File: src/masr_pkg.sv
// Shared types, constants and the control program of the alarm scheduler/ringer.
// Depends on nothing; masr_seq and the top level refer to it by scoped names.
package masr_pkg;

   // Sizes and limits
   localparam int ALARM_SLOTS_DEFAULT = 8;
   localparam int SLOT_SPACE          = 8;      // reachable through the 3-bit slot field
   localparam logic [4:0]  MAX_HOUR   = 5'd23;
   localparam logic [5:0]  MAX_MINUTE = 6'd59;
   localparam logic [10:0] MIN_PER_DAY = 11'd1440;
   localparam logic [31:0] TIMEOUT_RESET = 32'd60000;

   // Request actions
   typedef enum logic [1:0] {
      ACT_WRITE   = 2'd0,
      ACT_MATCH   = 2'd1,
      ACT_DISMISS = 2'd2,
      ACT_TICK    = 2'd3
   } action_type;

   // One table entry as stored in the RAM
   typedef struct packed {
      logic       enable;
      logic [4:0] hour;
      logic [5:0] minute;
   } alarm_entry_type;

   localparam int ENTRY_W = $bits(alarm_entry_type);

   // Datapath operations, one per control word
   typedef enum logic [2:0] {
      OP_WAIT,
      OP_EXEC,
      OP_SCAN_START,
      OP_SCAN_STEP,
      OP_FINISH,
      OP_RESPOND
   } op_type;

   // Jump conditions
   typedef enum logic [2:0] {
      COND_ALWAYS,
      COND_NO_REQ,
      COND_NO_RESCHED,
      COND_NOT_LAST,
      COND_OUT_BUSY
   } cond_type;

   // Program steps
   typedef enum logic [2:0] {
      STEP_WAIT,
      STEP_EXEC,
      STEP_SCAN_START,
      STEP_SCAN,
      STEP_FINISH,
      STEP_RESPOND
   } step_type;

   typedef struct packed {
      op_type   op;
      cond_type cond;
      step_type jump_to;   // taken when cond holds
      step_type next_to;   // taken otherwise
   } ctrl_word_type;

   // Status from the datapath that the sequencer branches on
   typedef struct packed {
      logic no_req;
      logic no_resched;
      logic not_last;
      logic out_busy;
   } cond_flags_type;

   // Control store
   function automatic ctrl_word_type program_rom(input step_type step);
      ctrl_word_type w;
      case (step)
         STEP_WAIT:       w = '{OP_WAIT,       COND_NO_REQ,     STEP_WAIT,    STEP_EXEC};
         STEP_EXEC:       w = '{OP_EXEC,       COND_NO_RESCHED, STEP_FINISH,  STEP_SCAN_START};
         STEP_SCAN_START: w = '{OP_SCAN_START, COND_ALWAYS,     STEP_SCAN,    STEP_SCAN};
         STEP_SCAN:       w = '{OP_SCAN_STEP,  COND_NOT_LAST,   STEP_SCAN,    STEP_FINISH};
         STEP_FINISH:     w = '{OP_FINISH,     COND_ALWAYS,     STEP_RESPOND, STEP_RESPOND};
         STEP_RESPOND:    w = '{OP_RESPOND,    COND_OUT_BUSY,   STEP_RESPOND, STEP_WAIT};
         default:         w = '{OP_WAIT,       COND_ALWAYS,     STEP_WAIT,    STEP_WAIT};
      endcase
      return w;
   endfunction

   // Minute of day from hour and minute: h*60 + m
   function automatic logic [10:0] minute_of_day(input logic [4:0] h, input logic [5:0] m);
      logic [10:0] hw;
      hw = {6'b0, h};
      return (hw << 6) - (hw << 2) + {5'b0, m};
   endfunction

endpackage

File: src/masr_ram.sv
// Generic single-write, single-read RAM with registered read data.
// Depends on nothing.
module masr_ram #(
   parameter int WIDTH = 12,
   parameter int DEPTH = 8,
   parameter int AW    = (DEPTH > 1) ? $clog2(DEPTH) : 1
) (
   input  logic             clock,
   input  logic             we,
   input  logic [AW-1:0]    waddr,
   input  logic [WIDTH-1:0] wdata,
   input  logic [AW-1:0]    raddr,
   output logic [WIDTH-1:0] rdata
);

   logic [WIDTH-1:0] mem_ff [DEPTH];
   logic [WIDTH-1:0] rdata_ff;

   always_ff @(posedge clock) begin
      if (we) begin
         mem_ff[waddr] <= wdata;
      end
      rdata_ff <= mem_ff[raddr];
   end

   assign rdata = rdata_ff;

endmodule

File: src/masr_seq.sv
// Microcode sequencer: step counter, control store lookup and conditional jump.
// Depends on masr_pkg (program_rom, control word and flag types).
module masr_seq (
   input  logic                    clock,
   input  logic                    reset,
   input  masr_pkg::cond_flags_type flags,
   output masr_pkg::op_type        op
);

   masr_pkg::step_type      step_ff, step_in;
   masr_pkg::ctrl_word_type word;
   logic                    take;

   assign word = masr_pkg::program_rom(step_ff);

   always_comb begin
      unique case (word.cond)
         masr_pkg::COND_ALWAYS:     take = 1'b1;
         masr_pkg::COND_NO_REQ:     take = flags.no_req;
         masr_pkg::COND_NO_RESCHED: take = flags.no_resched;
         masr_pkg::COND_NOT_LAST:   take = flags.not_last;
         masr_pkg::COND_OUT_BUSY:   take = flags.out_busy;
         default:                   take = 1'b1;
      endcase
   end

   always_comb begin
      step_in = take ? word.jump_to : word.next_to;
   end

   always_ff @(posedge clock) begin
      if (reset) begin
         step_ff <= masr_pkg::STEP_WAIT;
      end else begin
         step_ff <= step_in;
      end
   end

   assign op = word.op;

endmodule

File: src/multi_alarm_scheduler_ringer_core.sv
// Multi-alarm scheduler and ringer, top level.
// A word that needs no reschedule runs the execute, finish and respond steps after acceptance;
//   one that reschedules also scans every table slot between execute and finish.
// A new word is accepted only in the wait step, after the last one has responded; the rescan reads
//   one slot per cycle from the single read port of the alarm table RAM. Synchronous active-high
//   reset clears all control state, the valid bits of the table and sets the timeout to 60000 ms.
// Depends on masr_pkg, masr_seq and masr_ram.
module multi_alarm_scheduler_ringer_core #(
   parameter int ALARM_SLOTS = masr_pkg::ALARM_SLOTS_DEFAULT
) (
   input  logic        clock,
   input  logic        reset,
   // request channel
   input  logic        req_valid,
   output logic        req_ready,
   input  logic [1:0]  req_action,
   input  logic [2:0]  req_slot,
   input  logic [4:0]  req_new_hour,
   input  logic [5:0]  req_new_minute,
   input  logic        req_new_enable,
   input  logic [4:0]  req_now_hour,
   input  logic [5:0]  req_now_minute,
   input  logic [31:0] req_now_ms,
   // response channel
   output logic        rsp_valid,
   input  logic        rsp_ready,
   output logic        rsp_armed,
   output logic [2:0]  rsp_armed_slot,
   output logic [4:0]  rsp_armed_hour,
   output logic [5:0]  rsp_armed_minute,
   output logic        rsp_is_ringing,
   output logic [2:0]  rsp_ringing_slot,
   output logic        rsp_buzzer_start,
   output logic        rsp_buzzer_halt,
   output logic [4:0]  rsp_read_hour,
   output logic [5:0]  rsp_read_minute,
   output logic        rsp_read_enable,
   // configuration write channel
   input  logic        csr_valid,
   output logic        csr_ready,
   input  logic [31:0] csr_ring_timeout_ms
);

   // Only slots reachable through the 3-bit slot field are stored; others stay disabled.
   localparam int TableDepth = (ALARM_SLOTS < masr_pkg::SLOT_SPACE) ?
                               ALARM_SLOTS : masr_pkg::SLOT_SPACE;
   localparam int IdxW       = (TableDepth > 1) ? $clog2(TableDepth) : 1;

   // ---------------------------------------------------------------
   // Sequencer
   // ---------------------------------------------------------------
   masr_pkg::op_type         op;
   masr_pkg::cond_flags_type flags;

   masr_seq u_seq (
      .clock (clock),
      .reset (reset),
      .flags (flags),
      .op    (op)
   );

   // ---------------------------------------------------------------
   // Registers
   // ---------------------------------------------------------------
   // captured request word
   masr_pkg::action_type act_ff,  act_in;
   logic [2:0]   slot_ff,     slot_in;
   logic [4:0]   nh_ff,       nh_in;
   logic [5:0]   nm_ff,       nm_in;
   logic         ne_ff,       ne_in;
   logic [4:0]   now_h_ff,    now_h_in;
   logic [5:0]   now_m_ff,    now_m_in;
   logic [31:0]  now_ms_ff,   now_ms_in;

   // block state
   logic [TableDepth-1:0] valid_ff, valid_in;
   logic         ringing_ff,   ringing_in;
   logic [2:0]   ring_slot_ff, ring_slot_in;
   logic [31:0]  ring_start_ff, ring_start_in;
   logic         armed_ff,     armed_in;
   logic [2:0]   sched_ff,     sched_in;
   logic [4:0]   arm_hour_ff,  arm_hour_in;
   logic [5:0]   arm_min_ff,   arm_min_in;
   logic [31:0]  timeout_ff,   timeout_in;

   // per-word working registers
   logic         resched_ff,   resched_in;
   logic         start_ff,     start_in;
   logic         stop_ff,      stop_in;
   logic [10:0]  now_min_ff,   now_min_in;
   logic [IdxW-1:0] eval_idx_ff, eval_idx_in;
   logic         found_ff,     found_in;
   logic [10:0]  best_dist_ff, best_dist_in;
   logic [2:0]   best_slot_ff, best_slot_in;
   logic [4:0]   best_hour_ff, best_hour_in;
   logic [5:0]   best_min_ff,  best_min_in;

   // output register
   logic         rsp_valid_ff, rsp_valid_in;
   logic         o_armed_ff,   o_armed_in;
   logic [2:0]   o_aslot_ff,   o_aslot_in;
   logic [4:0]   o_ahour_ff,   o_ahour_in;
   logic [5:0]   o_amin_ff,    o_amin_in;
   logic         o_ring_ff,    o_ring_in;
   logic [2:0]   o_rslot_ff,   o_rslot_in;
   logic         o_start_ff,   o_start_in;
   logic         o_stop_ff,    o_stop_in;
   logic [4:0]   o_rhour_ff,   o_rhour_in;
   logic [5:0]   o_rmin_ff,    o_rmin_in;
   logic         o_ren_ff,     o_ren_in;

   // ---------------------------------------------------------------
   // Alarm table RAM
   // ---------------------------------------------------------------
   logic [IdxW-1:0]          slot_idx;
   logic                     ram_we;
   logic [IdxW-1:0]          ram_raddr;
   masr_pkg::alarm_entry_type ram_wdata;
   logic [masr_pkg::ENTRY_W-1:0] ram_rdata;
   masr_pkg::alarm_entry_type ent;

   masr_ram #(
      .WIDTH (masr_pkg::ENTRY_W),
      .DEPTH (TableDepth),
      .AW    (IdxW)
   ) u_table (
      .clock (clock),
      .we    (ram_we),
      .waddr (slot_idx),
      .wdata (ram_wdata),
      .raddr (ram_raddr),
      .rdata (ram_rdata)
   );

   assign ent = masr_pkg::alarm_entry_type'(ram_rdata);

   // ---------------------------------------------------------------
   // Datapath helpers
   // ---------------------------------------------------------------
   logic            slot_ok;
   logic            out_busy;
   logic            req_fire;
   logic            resched_now;
   logic            tick_expired;
   logic            is_last;
   logic            ent_ok;
   logic [10:0]     ent_min;
   logic [10:0]     ent_dist;
   logic [4:0]      clamp_h;
   logic [5:0]      clamp_m;

   assign slot_idx  = slot_ff[IdxW-1:0];
   assign slot_ok   = ({29'b0, slot_ff} < 32'(ALARM_SLOTS));
   assign out_busy  = rsp_valid_ff && !rsp_ready;
   assign req_fire  = req_valid && req_ready;
   assign req_ready = (op == masr_pkg::OP_WAIT);
   assign csr_ready = 1'b1;

   // wrapping difference against the configured timeout
   assign tick_expired = ringing_ff && ((now_ms_ff - ring_start_ff) >= timeout_ff);
   assign is_last      = (eval_idx_ff == IdxW'(TableDepth - 1));

   // a reschedule follows an in-range write, any dismiss and an expired tick
   always_comb begin
      case (act_ff)
         masr_pkg::ACT_WRITE:   resched_now = slot_ok;
         masr_pkg::ACT_DISMISS: resched_now = 1'b1;
         masr_pkg::ACT_TICK:    resched_now = tick_expired;
         default:               resched_now = 1'b0;
      endcase
   end

   assign flags = '{no_req:     !req_valid,
                    no_resched: !resched_now,
                    not_last:   !is_last,
                    out_busy:   out_busy};

   // candidate evaluation: skip never-written and disabled slots and the one now ringing
   assign ent_ok  = valid_ff[eval_idx_ff] && ent.enable &&
                    !(ringing_ff && (ring_slot_ff == 3'(eval_idx_ff)));
   assign ent_min = masr_pkg::minute_of_day(ent.hour, ent.minute);
   // distance of 0 or less wraps by a full day
   assign ent_dist = (ent_min > now_min_ff) ? (ent_min - now_min_ff)
                                            : (ent_min + masr_pkg::MIN_PER_DAY - now_min_ff);

   assign clamp_h = (now_h_ff > masr_pkg::MAX_HOUR)   ? masr_pkg::MAX_HOUR   : now_h_ff;
   assign clamp_m = (now_m_ff > masr_pkg::MAX_MINUTE) ? masr_pkg::MAX_MINUTE : now_m_ff;

   // table write data, clamped
   assign ram_wdata = '{enable: ne_ff,
                        hour:   (nh_ff > masr_pkg::MAX_HOUR)   ? masr_pkg::MAX_HOUR   : nh_ff,
                        minute: (nm_ff > masr_pkg::MAX_MINUTE) ? masr_pkg::MAX_MINUTE : nm_ff};

   // ---------------------------------------------------------------
   // Control word decode: next values of all registers
   // ---------------------------------------------------------------
   always_comb begin
      // hold by default
      act_in        = act_ff;
      slot_in       = slot_ff;
      nh_in         = nh_ff;
      nm_in         = nm_ff;
      ne_in         = ne_ff;
      now_h_in      = now_h_ff;
      now_m_in      = now_m_ff;
      now_ms_in     = now_ms_ff;
      valid_in      = valid_ff;
      ringing_in    = ringing_ff;
      ring_slot_in  = ring_slot_ff;
      ring_start_in = ring_start_ff;
      armed_in      = armed_ff;
      sched_in      = sched_ff;
      arm_hour_in   = arm_hour_ff;
      arm_min_in    = arm_min_ff;
      resched_in    = resched_ff;
      start_in      = start_ff;
      stop_in       = stop_ff;
      now_min_in    = now_min_ff;
      eval_idx_in   = eval_idx_ff;
      found_in      = found_ff;
      best_dist_in  = best_dist_ff;
      best_slot_in  = best_slot_ff;
      best_hour_in  = best_hour_ff;
      best_min_in   = best_min_ff;
      o_armed_in    = o_armed_ff;
      o_aslot_in    = o_aslot_ff;
      o_ahour_in    = o_ahour_ff;
      o_amin_in     = o_amin_ff;
      o_ring_in     = o_ring_ff;
      o_rslot_in    = o_rslot_ff;
      o_start_in    = o_start_ff;
      o_stop_in     = o_stop_ff;
      o_rhour_in    = o_rhour_ff;
      o_rmin_in     = o_rmin_ff;
      o_ren_in      = o_ren_ff;
      ram_we        = 1'b0;
      ram_raddr     = slot_idx;   // readback address unless the scan owns the port

      // drop the response once taken
      rsp_valid_in = rsp_valid_ff && !rsp_ready;

      // configuration write
      timeout_in = (csr_valid && csr_ready) ? csr_ring_timeout_ms : timeout_ff;

      unique case (op)
         masr_pkg::OP_WAIT: begin
            if (req_fire) begin
               act_in    = masr_pkg::action_type'(req_action);
               slot_in   = req_slot;
               nh_in     = req_new_hour;
               nm_in     = req_new_minute;
               ne_in     = req_new_enable;
               now_h_in  = req_now_hour;
               now_m_in  = req_now_minute;
               now_ms_in = req_now_ms;
            end
         end

         masr_pkg::OP_EXEC: begin
            resched_in = resched_now;
            start_in   = 1'b0;
            stop_in    = 1'b0;
            now_min_in = masr_pkg::minute_of_day(clamp_h, clamp_m);
            case (act_ff)
               masr_pkg::ACT_WRITE: begin
                  if (slot_ok) begin
                     ram_we             = 1'b1;
                     valid_in[slot_idx] = 1'b1;
                  end
               end
               masr_pkg::ACT_MATCH: begin
                  // ignore a match while disarmed
                  if (armed_ff) begin
                     ringing_in    = 1'b1;
                     ring_slot_in  = sched_ff;
                     ring_start_in = now_ms_ff;
                     start_in      = 1'b1;
                  end
               end
               masr_pkg::ACT_DISMISS: begin
                  ringing_in = 1'b0;
                  stop_in    = 1'b1;
               end
               default: begin
                  if (tick_expired) begin
                     ringing_in = 1'b0;
                     stop_in    = 1'b1;
                  end
               end
            endcase
         end

         masr_pkg::OP_SCAN_START: begin
            ram_raddr   = '0;
            eval_idx_in = '0;
            found_in    = 1'b0;
         end

         masr_pkg::OP_SCAN_STEP: begin
            // evaluate the slot read last cycle, fetch the next one
            ram_raddr   = eval_idx_ff + IdxW'(1);
            eval_idx_in = eval_idx_ff + IdxW'(1);
            if (ent_ok && (!found_ff || (ent_dist < best_dist_ff))) begin
               found_in     = 1'b1;
               best_dist_in = ent_dist;
               best_slot_in = 3'(eval_idx_ff);
               best_hour_in = ent.hour;
               best_min_in  = ent.minute;
            end
         end

         masr_pkg::OP_FINISH: begin
            if (resched_ff) begin
               armed_in    = found_ff;
               sched_in    = found_ff ? best_slot_ff : 3'd0;
               arm_hour_in = found_ff ? best_hour_ff : 5'd0;
               arm_min_in  = found_ff ? best_min_ff  : 6'd0;
            end
         end

         masr_pkg::OP_RESPOND: begin
            if (!out_busy) begin
               rsp_valid_in = 1'b1;
               o_armed_in   = armed_ff;
               o_aslot_in   = sched_ff;
               o_ahour_in   = arm_hour_ff;
               o_amin_in    = arm_min_ff;
               o_ring_in    = ringing_ff;
               o_rslot_in   = ring_slot_ff;
               o_start_in   = start_ff;
               o_stop_in    = stop_ff;
               // a slot never written reads as zero
               if (slot_ok && valid_ff[slot_idx]) begin
                  o_rhour_in = ent.hour;
                  o_rmin_in  = ent.minute;
                  o_ren_in   = ent.enable;
               end else begin
                  o_rhour_in = 5'd0;
                  o_rmin_in  = 6'd0;
                  o_ren_in   = 1'b0;
               end
            end
         end

         default: begin
         end
      endcase
   end

   // ---------------------------------------------------------------
   // Register update
   // ---------------------------------------------------------------
   always_ff @(posedge clock) begin
      if (reset) begin
         valid_ff      <= '0;
         ringing_ff    <= 1'b0;
         ring_slot_ff  <= 3'd0;
         ring_start_ff <= 32'd0;
         armed_ff      <= 1'b0;
         sched_ff      <= 3'd0;
         arm_hour_ff   <= 5'd0;
         arm_min_ff    <= 6'd0;
         timeout_ff    <= masr_pkg::TIMEOUT_RESET;
         resched_ff    <= 1'b0;
         start_ff      <= 1'b0;
         stop_ff       <= 1'b0;
         found_ff      <= 1'b0;
         eval_idx_ff   <= '0;
         rsp_valid_ff  <= 1'b0;
      end else begin
         valid_ff      <= valid_in;
         ringing_ff    <= ringing_in;
         ring_slot_ff  <= ring_slot_in;
         ring_start_ff <= ring_start_in;
         armed_ff      <= armed_in;
         sched_ff      <= sched_in;
         arm_hour_ff   <= arm_hour_in;
         arm_min_ff    <= arm_min_in;
         timeout_ff    <= timeout_in;
         resched_ff    <= resched_in;
         start_ff      <= start_in;
         stop_ff       <= stop_in;
         found_ff      <= found_in;
         eval_idx_ff   <= eval_idx_in;
         rsp_valid_ff  <= rsp_valid_in;
      end
   end

   // payload registers
   always_ff @(posedge clock) begin
      act_ff       <= act_in;
      slot_ff      <= slot_in;
      nh_ff        <= nh_in;
      nm_ff        <= nm_in;
      ne_ff        <= ne_in;
      now_h_ff     <= now_h_in;
      now_m_ff     <= now_m_in;
      now_ms_ff    <= now_ms_in;
      now_min_ff   <= now_min_in;
      best_dist_ff <= best_dist_in;
      best_slot_ff <= best_slot_in;
      best_hour_ff <= best_hour_in;
      best_min_ff  <= best_min_in;
      o_armed_ff   <= o_armed_in;
      o_aslot_ff   <= o_aslot_in;
      o_ahour_ff   <= o_ahour_in;
      o_amin_ff    <= o_amin_in;
      o_ring_ff    <= o_ring_in;
      o_rslot_ff   <= o_rslot_in;
      o_start_ff   <= o_start_in;
      o_stop_ff    <= o_stop_in;
      o_rhour_ff   <= o_rhour_in;
      o_rmin_ff    <= o_rmin_in;
      o_ren_ff     <= o_ren_in;
   end

   // ---------------------------------------------------------------
   // Response ports
   // ---------------------------------------------------------------
   assign rsp_valid        = rsp_valid_ff;
   assign rsp_armed        = o_armed_ff;
   assign rsp_armed_slot   = o_aslot_ff;
   assign rsp_armed_hour   = o_ahour_ff;
   assign rsp_armed_minute = o_amin_ff;
   assign rsp_is_ringing   = o_ring_ff;
   assign rsp_ringing_slot = o_rslot_ff;
   assign rsp_buzzer_start = o_start_ff;
   assign rsp_buzzer_halt  = o_stop_ff;
   assign rsp_read_hour    = o_rhour_ff;
   assign rsp_read_minute  = o_rmin_ff;
   assign rsp_read_enable  = o_ren_ff;

   // ---------------------------------------------------------------
   // Assertions
   // ---------------------------------------------------------------
   a_accept_runs_exec: assert property (@(posedge clock) disable iff (reset)
      req_fire |=> (op == masr_pkg::OP_EXEC))
      else $error("accepted word did not enter the execute step");

   a_disarmed_slot_zero: assert property (@(posedge clock) disable iff (reset)
      !armed_ff |-> (sched_ff == 3'd0))
      else $error("scheduled slot nonzero while disarmed");

   a_start_implies_ring: assert property (@(posedge clock) disable iff (reset)
      (rsp_valid && rsp_buzzer_start) |-> (rsp_is_ringing && rsp_armed))
      else $error("buzzer start without ringing on an armed slot");

   a_start_stop_exclusive: assert property (@(posedge clock) disable iff (reset)
      rsp_valid |-> !(rsp_buzzer_start && rsp_buzzer_halt))
      else $error("buzzer start and stop in the same word");

endmodule
File: config.mk
export PLATFORM = sky130hd
export DESIGN_NAME = multi_alarm_scheduler_ringer_core
export DESIGN_NICKNAME = d
export VERILOG_FILES = /design/src/masr_pkg.sv /design/src/masr_ram.sv /design/src/masr_seq.sv /design/src/multi_alarm_scheduler_ringer_core.sv
export SDC_FILE = /design/constraint.sdc
export NUM_CORES = 1
export LEC_CHECK = 0
export ABC_AREA = 1
export BUFFER_PORTS_ARGS = -buffer_cell sky130_fd_sc_hd__buf_2
export CAP_MARGIN = 20
export CORE_ASPECT_RATIO = 1.5
export CORE_MARGIN = 3
export CORE_UTILIZATION = 59
export DETAILED_ROUTE_END_ITERATION = 7
export GPL_ROUTABILITY_DRIVEN = 0
export PLACE_DENSITY = 0.89
export SLEW_MARGIN = 20
export SYNTH_ARGS = -nofsm -noshare
export SYNTH_HDL_FRONTEND = slang
export SYNTH_SLANG_ARGS = --single-unit
File: constraint.sdc
create_clock -name clock -period 7.1 [get_ports clock]
set_clock_uncertainty 0.05 [all_clocks]
set_input_delay 0.71 -clock clock [delete_from_list [all_inputs] [get_ports clock]]
set_output_delay 0.71 -clock clock [all_outputs]
set_load 0.005 [all_outputs]
; ---- Word-level counts from Yosys, hierarchy flattened
; Memories as Yosys holds them, arrays and structs flattened. A register that Yosys moved wholly into a read port is not among the register bits.
; Index checks and enable logic that the tools add are counted.
[op_classes]
add_sub_neg = 9
n_lt_le_gt_ge = 10
n_eq_ne = 21
mux = 34
bitwise = 3
n_reduce_logical = 30
[op_table]
columns = operator, count
row1 = one-hot mux 12 bit (6 select lines), 1
row2 = greater-or-equal comparator 32 bit, 1
row3 = subtractor 32 bit, 1
row4 = adder 11 x 6 -> 11 bit, 2
row5 = subtractor 11 bit, 2
row6 = subtractor 11 x 7 -> 11 bit, 2
row7 = equality test 3 x 2 -> 1 bit (second input constant), 6
row8 = equality test 3 bit (second input constant), 6
row9 = two-way mux 6 bit, 3
row10 = two-way mux 5 bit, 3
row11 = two-way mux 1 bit, 14
row12 = > comparator 6 bit (second input constant), 2
row13 = one-hot mux 3 bit (2 select lines), 2
row14 = AND reduction 2 bit, 6
row15 = adder 11 bit (second input constant), 1
row16 = > comparator 11 bit, 1
row17 = < comparator 11 bit, 1
row18 = two-way mux 11 bit, 1
row19 = > comparator 5 bit (second input constant), 2
row20 = equality test 3 x 1 -> 1 bit (second input constant), 3
row21 = logical AND 1 bit, 8
row22 = < comparator 3 x 4 -> 1 bit (second input constant), 2
row23 = bitwise OR 8 bit, 1
row24 = binary-select mux 1 bit (select 3 bit), 2
row25 = 21 further kinds, 34
[word_totals]
ff_bits = 231
ram_bits = 96
in_bits = 97
out_inout_bits = 36
wordCells = 148
memories = 1
[memory_table]
columns = memory, depth, width, rd, rd_clocked_by_memory_dff, write_ports, line_no
row1 = u_table.mem_ff, 8, 12, 1, 1, 1, masr_ram.sv:16  ; logic [WIDTH-1:0] mem_ff [DEPTH];

; ---- Logic depth before layout (Yosys ltp)
; Gate-level depths: netlist of the first run.
[logic_depth]
word_depth = 10
mapped_depth = 31
ltp_nobuf = 31

; ---- Cells and area by module
; A second synthesis of the first run with hierarchy kept.
[unflattened]
cells_unflattened = 1887
hier_area_um2 = 17122.7
[by_module_without_submodules]
columns = mod, n_inst, cells_per_inst, area_per_inst_um2, seq_area_each_um2
row1 = multi_alarm_scheduler_ringer_core, 1, 1400, 12378.1, 5855.6
row2 = masr_ram, 1, 445, 4479.3, 3123.0
row3 = masr_seq, 1, 42, 265.3, 60.1

; ---- Least setup slack after synthesis of the first run
; Ideal clock, no wire load.
[synth_path]
path_kind = reg2reg
start = reg u_table.rdata_ff[7], in the netlist u_table.rdata[7] (read register of u_table.mem_ff)
end = reg best_dist_ff[0], enable pin
setup_ps = 446
t_arrival_ps = 5754
required_ps = 6604
slack_ps = 850
path_stages_with_launch = 31
n_path_buf = 1
synth_period_minus_slack_ps = 6250
path_cell_list = dfxtp_1 > inv_1 > ha_1 > a21oi_1 > o21ai_0 > a21o_1 > nand2_1 > nand2_1 > nand2_1 > inv_1 > nor2_1 > nand2_1 > nor2_1 > nand2_1 > xor2_1 > inv_1 > ha_1 > inv_1 > nor3_1 > nand4_1 > or3_1 > nand2_2 > buf_4 > nand3_1 > o21ai_0 > ha_1 > a21oi_1 > o21ai_0 > nand2_1 > o2111ai_1 > a211oi_1
[synth_via]
elab_chain_len = 9
elab_cells_between_ends = 11
cone_classes = add/sub (5) / order compare (2) / mux (1) / reduce/logical (3)
[synth_lines]
columns = item, line_no
row1 = start: declaration, masr_ram.sv:17  ; logic [WIDTH-1:0] rdata_ff;
row2 = subtractor 11 x 7 -> 11 bit *, masr_pkg.sv:93  ; return (hw << 6) - (hw << 2) + {5'b0, m};
row3 = adder 11 x 6 -> 11 bit *, masr_pkg.sv:93
row4 = adder 11 bit, multi_alarm_scheduler_ringer_core.sv:184  ; : (ent_min + masr_pkg::MIN_PER_DAY - now_min_ff);
row5 = subtractor 11 bit, multi_alarm_scheduler_ringer_core.sv:184
row6 = two-way mux 11 bit *, multi_alarm_scheduler_ringer_core.sv:183  ; assign ent_dist = (ent_min > now_min_ff) ? (ent_min - now_min_ff)
row7 = net ent_dist[6], multi_alarm_scheduler_ringer_core.sv:148  ; logic [10:0] ent_dist;
row8 = < comparator 11 bit *, multi_alarm_scheduler_ringer_core.sv:303  ; if (ent_ok && (!found_ff || (ent_dist < best_dist_ff))) begin
row9 = logical OR 1 bit *, multi_alarm_scheduler_ringer_core.sv:303
row10 = logical AND 1 bit *, multi_alarm_scheduler_ringer_core.sv:303
row11 = AND reduction 2 bit (no source line) *, --
row12 = end signal: assignment, multi_alarm_scheduler_ringer_core.sv:400  ; best_dist_ff <= best_dist_in;
row13 = end: declaration, multi_alarm_scheduler_ringer_core.sv:93  ; logic [10:0] best_dist_ff, best_dist_in;
; The timed path passes the listed nets; every way through them passes the cells marked *.
; A chain may end at the register's enable or synchronous reset.

; ---- Worst setup path in the final report of the first run
[layout_path]
start = reg u_table.rdata_ff[7], in the netlist u_table.rdata[7] (read register of u_table.mem_ff)
end = reg best_hour_ff[3], enable pin
[layout_via]
elab_chain_len = 9
elab_cells_between_ends = 11
cone_classes = add/sub (5) / order compare (2) / mux (1) / reduce/logical (3)
[layout_lines]
columns = item, line_no
row1 = subtractor 11 x 7 -> 11 bit *, masr_pkg.sv:93
row2 = adder 11 x 6 -> 11 bit *, masr_pkg.sv:93
row3 = adder 11 bit, multi_alarm_scheduler_ringer_core.sv:184
row4 = subtractor 11 bit, multi_alarm_scheduler_ringer_core.sv:184
row5 = two-way mux 11 bit *, multi_alarm_scheduler_ringer_core.sv:183
row6 = net ent_dist[4], multi_alarm_scheduler_ringer_core.sv:148
row7 = < comparator 11 bit *, multi_alarm_scheduler_ringer_core.sv:303
row8 = logical OR 1 bit *, multi_alarm_scheduler_ringer_core.sv:303
row9 = logical AND 1 bit *, multi_alarm_scheduler_ringer_core.sv:303
row10 = AND reduction 2 bit (no source line) *, --
row11 = end signal: assignment, multi_alarm_scheduler_ringer_core.sv:402  ; best_hour_ff <= best_hour_in;
row12 = end: declaration, multi_alarm_scheduler_ringer_core.sv:95  ; logic [4:0] best_hour_ff, best_hour_in;
; Marked as above.

==> out/metrics.cfg, run 1 <==
[worst_setup_path]
setup.worst_path.class=reg -> reg
cp.buffers_inverters=5
max_stage_delay_ns=0.56
crit_slowest_cell=a211oi_4
crit_family=simple AND/OR/NAND/NOR gates
end_kind=flip-flop
cp_common_cell=nand2_1
worst_ep_arrival_time_ns=6.20
startpoint_type=flip-flop
r2r_setup_slack_ns=1.12
worst-path-max-fanout=18
cp.required_ns=7.32

[synth]
synth_area_leaders=edfxtp_1, dfxtp_1, ha_1
async_flop_share=0
ys_ff_latch=339
syn_area_um2=16300
synthFlopType=edfxtp_1
yosysTopAreaCell=edfxtp_1
synth-edff-count=225
synth_top_area_share=0.416
yosys_warnings=0
yosysUniqueCellTypes=49
synth-seq-area-share=0.556
synthCells=1661
synth_nets=1875
syn-mean-instance-area_um2=9.79

[sta]
rsz0062_at_grt=false
period_needed_ns=5.98
setup_viol=0
setup_tns_ns=0
slew_headroom=0.300
fmax_mhz=167
slew_viol_final=0
worst_slew_pin_slew_ns=1.05
period_share=0.842
hold_violations=0

[pwr]
power.density_nw_per_um2=463
leakage_nw=7.52
ir_drop_uv=433
total_power_mw=8.45

[grt]
grt_pass1_wl_mm=59.4
grt_pass1_vias=12400
groute.usage.overall=0.244
antenna_found_initial=0
grt_remaining_overflow=0
grt_max_degree=62

[drt]
dr.pass1.iters=6
antenna_left=0
drt-total-wl_mm=36.5
avgViaCountPerCell=5.69
post-route-drc-count=0
wl_per_cell_um=17.0
drtIter0Drc=1220
num_vias=12200

[cts]
clock_latency_ns=0.58
post_cts_buffers=0
cts_resized=0
max-clock-path-buffers=3
cts_tree=done
clock_sinks=339
htree_levels=1
holdBufCountCts=0
clk_pin_slew_ns=0.07
cts_buffers=30
cts-root-buf=clkbuf_16

[floorplanning]
dieArea_um2=29600
dieHeight_um=209
initial_core_util=0.605
core-area_um2=26900
fp.dieW_um=142
rows=73
num_io_pins=133

[finish]
n_antenna_cell=0
num-fill-cells=1906
fin_nets=1998
drive_above_1_share=0.122
area.growth.synth_to_final_pct=12.4

[run_status]
status=complete, no violations

[placement]
hpwl_mm=25.6
numPortBuffers=131

[job]
drv_cap=0

[worst_hold_path]
hold_path.class=in -> reg

==> sequential cells by signal (all words and copies together) (netlist names), 8 cells and up <==
name            cells
timeout_ff         32
ring_start_ff      32
now_min_ff         11
u_table.rdata      12
valid_ff            8
best_dist_ff       11
u_table.mem_ff     96
now_ms_ff          32
==> routing by layer <==
metal | track usage | wire (um)
met1 | 0.293 | 13800
met2 | 0.418 | 18000
met3 | 0.0333 | 2280
met4 | 0.144 | 2320
met5 | 0 | 0
==> cell families after synthesis <==
logic type,after synthesis,synth area share
AOI/OAI and AO/OA,410,0.139
xor gates and xnor gates,48,0.0259
adders and majority gates,117,0.0942
buffers and inverters,284,0.0681
DFF,339,0.556
other,1,0.000231
and+or+nand+nor,462,0.117
==> Yosys cell counts, drive strengths merged, types with 2 or more instances <==
cell       n
xor2      32
o22ai     13
ha       108
a21oi    164
o2111ai    3
nand2    214
nor4       3
o21a       4
dfxtp    114
a21o       4
o21ai    161
nor2     163
o211ai     3
edfxtp   225
nor3      10
clkbuf    38
and2       2
inv      229
a211oi     2
o31ai      2
a31oi     16
xnor2     16
or2        9
o21bai    30
nand3     51
nand4      7
a221oi     3
fa         9
buf       17
==> final timing paths <==
kind / end / startpoint / cells after the start
setup / recovery: best_hour_ff[3]$_DFFE_PP_ / u_table.rdata[7]$_DFF_P_ / 30
hold / removal: nh_ff[2]$_DFFE_PP_ / req_new_hour[2] / 1
setup reg to reg: best_hour_ff[3]$_DFFE_PP_ / u_table.rdata[7]$_DFF_P_ / 30
hold reg to reg: rsp_armed_hour[2]$_DFFE_PP_ / arm_hour_ff[2]$_SDFFE_PP0P_ / 0
==> layout by cell type, fill, tap and decap left out, types with 14 or more instances in the layout <==
cell type / instances
nor2_1: 160
xnor2_1: 16
buf_2: 131
o21ai_0: 144
a31oi_1: 16
inv_1: 221
xor2_1: 32
edfxtp_1: 225
buf_4: 14
o21bai_1: 30
dfxtp_1: 114
clkbuf_16: 30
nand2_1: 212
nand3_1: 50
a21oi_1: 163
ha_1: 108
==> report_power, final <==
| part | switching [mW] | internal (mW) |
|---|---|---|
| sequential | 0.148 | 2.49 |
| clock | 0.711 | 0.966 |
| combinational | 2.62 | 1.52 |
| total | 3.48 | 4.98 |
==> stage by stage <==
stage	cell area [um2]	std cells	utilization	worst slack, ns	hold WS [ns]
2_1_floorplan	16300	1661	-	0.850	0.358
3_3_place_gp	17200	2088	0.642	1.51	0.365
3_5_place_dp	17200	2088	0.642	1.01	0.374
4_1_cts	18300	2144	0.680	0.972	0.227
5_1_grt	18300	2145	0.680	0.696	0.233
6_report	18300	2145	0.680	1.12	0.252
==> cell type report <==
type | instances | area, um2 | area share
flip-flops and latches | 339 | 9040 | 0.495
multi-input cells | 1038 | 6150 | 0.337
well taps | 337 | 422 | 0.0231
clock buffers | 40 | 828 | 0.0453
inverters | 229 | 862 | 0.0472
clock inverters | 16 | 196 | 0.0108
repair buffers | 146 | 772 | 0.0423
No activity file was read; power rests on OpenSTA's default activity.
==> inputs of run 2 (changes only) <==
==> constraint.sdc (replaced) <==
create_clock -name clock -period 6.04 [get_ports clock]
set_clock_uncertainty 0.05 [all_clocks]
set_input_delay 0.604 -clock clock [delete_from_list [all_inputs] [get_ports clock]]
set_output_delay 0.604 -clock clock [all_outputs]
set_load 0.005 [all_outputs]
==> run 2 against run 1 <==
Net effect:
- final cell count barely moved
- global-route usage decreased by 0.54 points
- critical path depth unchanged
- clock power grew 17%
- design area is essentially flat
- largest cell class unchanged
- largest power group unchanged
==> out/metrics.cfg, run 2 (synthesis results as in run 1) <==
[drt]
avgViaCountPerCell=5.69  ; about the same
drt-total-wl_mm=36.3  ; -0.54%
post-route-drc-count=0  ; unchanged
num_vias=12200  ; -0.16%
drtIter0Drc=1233  ; +1.1%
dr.pass1.iters=5  ; -1
wl_per_cell_um=16.9  ; -0.45%
antenna_left=0  ; unchanged

[worst_setup_path]
startpoint=u_table.rdata[6]$_DFF_P_
setup.worst_path.class=reg -> reg
r2r_setup_slack_ns=0.46  ; -0.66 ns
worst_ep_arrival_time_ns=5.76  ; -0.44 ns
worst-path-max-fanout=25  ; +7
crit_slowest_cell=dfxtp_1
worstRegToRegCells=30  ; unchanged
reg2reg_from=u_table.rdata[6]$_DFF_P_
end_kind=flip-flop
cp_common_cell=nand2_1
r2r-end=best_slot_ff[0]$_DFFE_PP_
max_stage_delay_ns=0.38  ; -0.18 ns
crit_path_end=best_slot_ff[0]$_DFFE_PP_
cp.required_ns=6.23  ; -1.09 ns
startpoint_type=flip-flop

[sta]
slew_headroom=0.293  ; -0.00761
setup_viol=0  ; unchanged
fmax_mhz=179  ; +7.2%
worst_slack_ns=0.462  ; -0.660 ns
worst_slew_pin_slew_ns=1.06  ; +0.0136 ns
rsz0062_at_grt=false
period_needed_ns=5.58  ; -0.400 ns
period_share=0.924  ; +0.0816
hold_violations=0  ; unchanged
slew_viol_final=0  ; unchanged
setup_tns_ns=0  ; unchanged

[finish]
num-fill-cells=1941  ; +1.8%
largest_reg_flops=96  ; unchanged
drive_above_1_share=0.123  ; +0.000689
layout.cells.most_common=edfxtp_1
multi_input_area_um2=6150  ; unchanged
final_area_um2=18300  ; about the same
largest_register=u_table.mem_ff
layout_common_cells=edfxtp_1, inv_1, nand2_1
n_antenna_cell=0  ; unchanged
fin_nets=1997  ; -0.050%
seq_area_um2=9040  ; unchanged
area.growth.synth_to_final_pct=12.3  ; about the same

[grt]
grt_pass1_wl_mm=57.4  ; -3.3%
groute.usage.overall=0.239  ; -0.00538
grt_pass1_vias=12100  ; -2.8%
grt_remaining_overflow=0  ; unchanged
grt_max_degree=61  ; -1.6%
antenna_found_initial=0  ; unchanged

[cts]
cts_resized=0  ; unchanged
max-clock-path-buffers=3  ; unchanged
clock_latency_ns=0.57  ; about the same
htree_levels=1  ; unchanged
cts-root-buf=clkbuf_16
clock_sinks=339  ; unchanged
post_cts_buffers=0  ; unchanged
cts_tree=done
holdBufCountCts=0  ; unchanged
cts_buffers=29  ; -3.3%
clk_pin_slew_ns=0.07  ; about the same

[run_status]
status=complete, no violations

[placement]
placed_area_um2=17200  ; about the same
dp_slack_ns=0.579  ; -0.427 ns
hpwl_mm=25.8  ; +0.90%
numPortBuffers=131  ; unchanged

[pwr]
total_power_mw=9.86  ; +17%
power.density_nw_per_um2=540  ; +17%
ir_drop_uv=463  ; +7.0%
leakage_nw=7.51  ; -0.12%

[floorplanning]
num_io_pins=133  ; unchanged
dieArea_um2=29600  ; unchanged
dieHeight_um=209  ; unchanged
core-area_um2=26900  ; unchanged
fp.dieW_um=142  ; unchanged
initial_core_util=0.605  ; unchanged
rows=73  ; unchanged

[job]
drv_cap=0  ; unchanged

[worst_hold_path]
hold_path.class=in -> reg

==> run 2: changes by cell type in the layout (fill, tap and decap cells not counted), sizes merged <==
cell,change
clkinv,-5
clkinvlp,+2
bufinv,+1
clkbuf,-1
inv,+1
==> run 2: layer usage <==
metal | vias up | part of all wire | GRT usage
met2 | 535 | 0.51 | 0.416
met1 | 5641 | 0.37 | 0.280
met3 | 123 | 0.065 | 0.0319
met4 | 0 | 0.059 | 0.140
met5 | - | 0 | 0
li1 | 5888 | - | -
==> run 2: through the flow <==
stage	cells	util	hold slack, ns
after floorplan	1661	-	0.358
after global placement	2089	0.642	0.365
after detailed placement	2089	0.642	0.368
after CTS	2143	0.680	0.139
after global routing	2143	0.680	0.140
final	2143	0.680	0.154
==> run 2: worst min path at each step <==
stage,startpoint,slack [ns],to,cells after the start
6_report,req_now_minute[0],0.15,now_m_ff[0]$_DFFE_PP_,1
5_1_grt,req_now_hour[0],0.14,now_h_ff[0]$_DFFE_PP_,1
4_1_cts,req_new_hour[1],0.14,nh_ff[1]$_DFFE_PP_,1
3_5_place_dp,arm_hour_ff[4]$_SDFFE_PP0P_,0.37,rsp_armed_hour[4]$_DFFE_PP_,0
3_3_place_gp,u_table.rdata[7]$_DFF_P_,0.36,best_hour_ff[1]$_DFFE_PP_,0
2_1_floorplan,u_table.rdata[7]$_DFF_P_,0.36,best_hour_ff[1]$_DFFE_PP_,0
==> run 2: report_power, final <==
group	switching (mW)	total, mW	internal (mW)	leakage (nW)
clock	0.824	1.97	1.15	0.493
sequential	0.177	3.10	2.93	3.00
combinational	3.00	4.78	1.78	4.02
total	4.00	9.86	5.86	7.51
==> run 2: area by class of cell <==
cell class | instances | area share
timing repair buffer | 146 | 0.0421
sequential | 339 | 0.495
multi-input combinational | 1038 | 0.337
inverter | 229 | 0.0472
tap | 337 | 0.0231
clock buffer | 39 | 0.0441
clock inverter | 15 | 0.0114
==> run 2: critical path: cells and delay by family, from the launching register on <==
| kind | cells | cell delay [ns] |
|---|---|---|
| xor+xnor | 1 | 0.25 |
| flops | 1 | 0.38 |
| buf+inv | 6 | 0.73 |
| fa+ha+maj | 3 | 0.97 |
| simple gates | 14 | 1.55 |
| compound gates | 6 | 1.27 |
==> inputs of run 3 (changes only) <==
--- a/config.mk
+++ b/config.mk
@@ -6,10 +6,9 @@
 export NUM_CORES = 1
 export LEC_CHECK = 0
 export ABC_AREA = 1
-export BUFFER_PORTS_ARGS = -buffer_cell sky130_fd_sc_hd__buf_2
+export BUFFER_PORTS_ARGS = -buffer_cell sky130_fd_sc_hd__buf_4
 export CAP_MARGIN = 20
 export CORE_ASPECT_RATIO = 1.5
-export CORE_MARGIN = 3
 export CORE_UTILIZATION = 59
 export DETAILED_ROUTE_END_ITERATION = 7
 export GPL_ROUTABILITY_DRIVEN = 0
==> run 3 against run 2 <==
Net effect:
- core utilization up 0.43 points
- sequential cell count unchanged
- highest routed layer unchanged
- critical path type unchanged
- largest cell class unchanged
- largest power group unchanged
- sequential power about the same
- final cell count up 0.14%
- clock power down 6%
==> out/metrics.cfg, run 3 (synthesis results as in run 1) <==
[run_status]
status=complete, no violations

[drt]
post-route-drc-count=0  ; unchanged
drt-total-wl_mm=36.0  ; -0.67%
drtIter0Drc=972  ; -21%
avgViaCountPerCell=5.69  ; about the same
dr.pass1.iters=7  ; +2
wl_per_cell_um=16.8  ; -0.81%
antenna_left=0  ; unchanged
num_vias=12200  ; +0.14%

[finish]
layout_common_cells=edfxtp_1, inv_1, nand2_1
area.growth.synth_to_final_pct=14.1
layout.cells.most_common=edfxtp_1
num-fill-cells=1901  ; -2.1%
largest_register=u_table.mem_ff
n_antenna_cell=0  ; unchanged
utilization=0.684  ; +0.00426
drive_above_1_share=0.125  ; +0.00235
fin_nets=1996  ; -0.050%
largest_reg_flops=96  ; unchanged

[pwr]
clkPwrFrac=0.189  ; -0.011
ir_drop_uv=438  ; -5.5%
swShare=0.412  ; +0.00603
combPwrFrac=0.495  ; +0.010
total_power_mw=9.79  ; -0.67%
intPower_mw=5.76  ; -1.7%
pwr-share-seq=0.316  ; about the same
power.density_nw_per_um2=528  ; -2.3%
leakage_nw=7.61  ; +1.3%
p_sw_mw=4.03  ; +0.81%

[sta]
setup_tns_ns=0  ; unchanged
worst_slew_pin_slew_ns=1.11  ; +0.0523 ns
period_needed_ns=5.62  ; +0.0464 ns
period_share=0.931  ; +0.00767
fmax_mhz=178  ; -0.82%
slew_headroom=0.258  ; -0.0349
rsz0062_at_grt=false
hold_violations=0  ; unchanged
setup_viol=0  ; unchanged
slew_viol_final=0  ; unchanged

[worst_setup_path]
max_stage_delay_ns=0.34  ; -0.04 ns
worst-path-max-fanout=25  ; unchanged
cp_common_cell=nand2_1
cp.required_ns=6.24  ; about the same
startpoint_type=flip-flop
end_kind=flip-flop
setup.worst_path.class=reg -> reg
worst_ep_arrival_time_ns=5.82  ; +0.06 ns
crit_slowest_cell=dfxtp_1

[placement]
numPortBuffers=131  ; unchanged
hpwl_mm=25.6  ; -0.88%

[cts]
cts-root-buf=clkbuf_16
cts_tree=done
cts_buffers=28  ; -3.4%
max-clock-path-buffers=3  ; unchanged
clock_sinks=339  ; unchanged
post_cts_buffers=0  ; unchanged
htree_levels=1  ; unchanged
clk_pin_slew_ns=0.07  ; about the same
clock_latency_ns=0.56  ; about the same

[grt]
grt_remaining_overflow=0  ; unchanged
grt_pass1_wl_mm=57.2  ; -0.35%
grt_pass1_vias=12100  ; +0.16%
grt_max_degree=62  ; +1.6%
antenna_found_initial=0  ; unchanged
groute.usage.overall=0.260  ; +0.0211

[floorplanning]
fp.dieW_um=138  ; -2.8%
num_io_pins=133  ; unchanged
rows=74  ; +1.4%
dieArea_um2=28200  ; -4.7%
core-area_um2=27100  ; +1.0%
initial_core_util=0.599  ; -0.00614
dieHeight_um=205  ; -1.9%

[job]
drv_cap=0  ; unchanged

[worst_hold_path]
hold_path.class=in -> reg

run 3: cell types whose count changed in the layout (fill, tap and decap cells not counted), moves of 3 or more:
cell and change:
buf_2 -131, buf_4 +129, clkbuf_1 -6, bufinv_16 -4, clkinv_4 +3
run 3: area by class of cell:
| cell class | instances | area (um2) | area share |
|---|---|---|---|
| Sequential cell | 339 | 9040 | 0.487 |
| Multi-Input combinational cell | 1038 | 6150 | 0.331 |
| Timing Repair Buffer | 146 | 1120 | 0.0604 |
| Inverter | 229 | 862 | 0.0465 |
| Clock buffer | 36 | 828 | 0.0446 |
| Tap cell | 342 | 428 | 0.0231 |
| Clock inverter | 16 | 129 | 0.00695 |
run 3: path summary, 6_finish.rpt:
check	start	to	slack (ns)	cells past startpoint
max	u_table.rdata[7]$_DFF_P_	best_slot_ff[2]$_DFFE_PP_	0.42	30
min	req_now_hour[2]	now_h_ff[2]$_DFFE_PP_	0.17	1
max reg2reg	u_table.rdata[7]$_DFF_P_	best_slot_ff[2]$_DFFE_PP_	0.42	30
min reg2reg	arm_min_ff[3]$_SDFFE_PP0P_	rsp_armed_minute[3]$_DFFE_PP_	0.38	0
run 3: layer usage:
metal  vias up  part of all wire  routed length [um]  track usage
li1       5883                 -                   -            -
met1      5670              0.37               13300        0.294
met2       507              0.51               18200        0.454
met3       144             0.064                2290       0.0350
met4         0             0.061                2200        0.170
met5         -                 0                   0            0
run 3: power groups by stage:
stage	logic, mW	clock network (mW)	registers [mW]
2_1_floorplan	3.58	0	3.09
3_3_place_gp	4.46	0	3.13
3_5_place_dp	4.75	0	3.14
4_1_cts	4.78	1.87	3.09
5_1_grt	5.47	1.95	3.12
6_report	4.85	1.85	3.10
run 3: worst max-delay path: cells and delay by family (launching register included):
kind | cells | cell delay [ns]
AND/OR/NAND/NOR | 13 | 1.77
flip-flops | 1 | 0.34
AO/OA/AOI/OAI | 8 | 1.39
buffers and inverters | 5 | 0.58
XOR/XNOR | 1 | 0.26
adder cells (fa/ha/maj) | 3 | 0.93
run 3: stage by stage:
stage	worst slack [ns]	cells	cell area, um2	hold WS, ns
floorplan	0.266	1661	16300	0.358
global placement	0.936	2093	17600	0.365
detailed placement	0.397	2093	17600	0.368
CTS	0.375	2145	18500	0.149
global route	0.00586	2146	18600	0.153
finish	0.415	2146	18600	0.167
run 3: repair_timing:
action	in CTS	in global routing
hold buffers	0	0
resized for setup	0	1
setup endpoints to repair	0	25
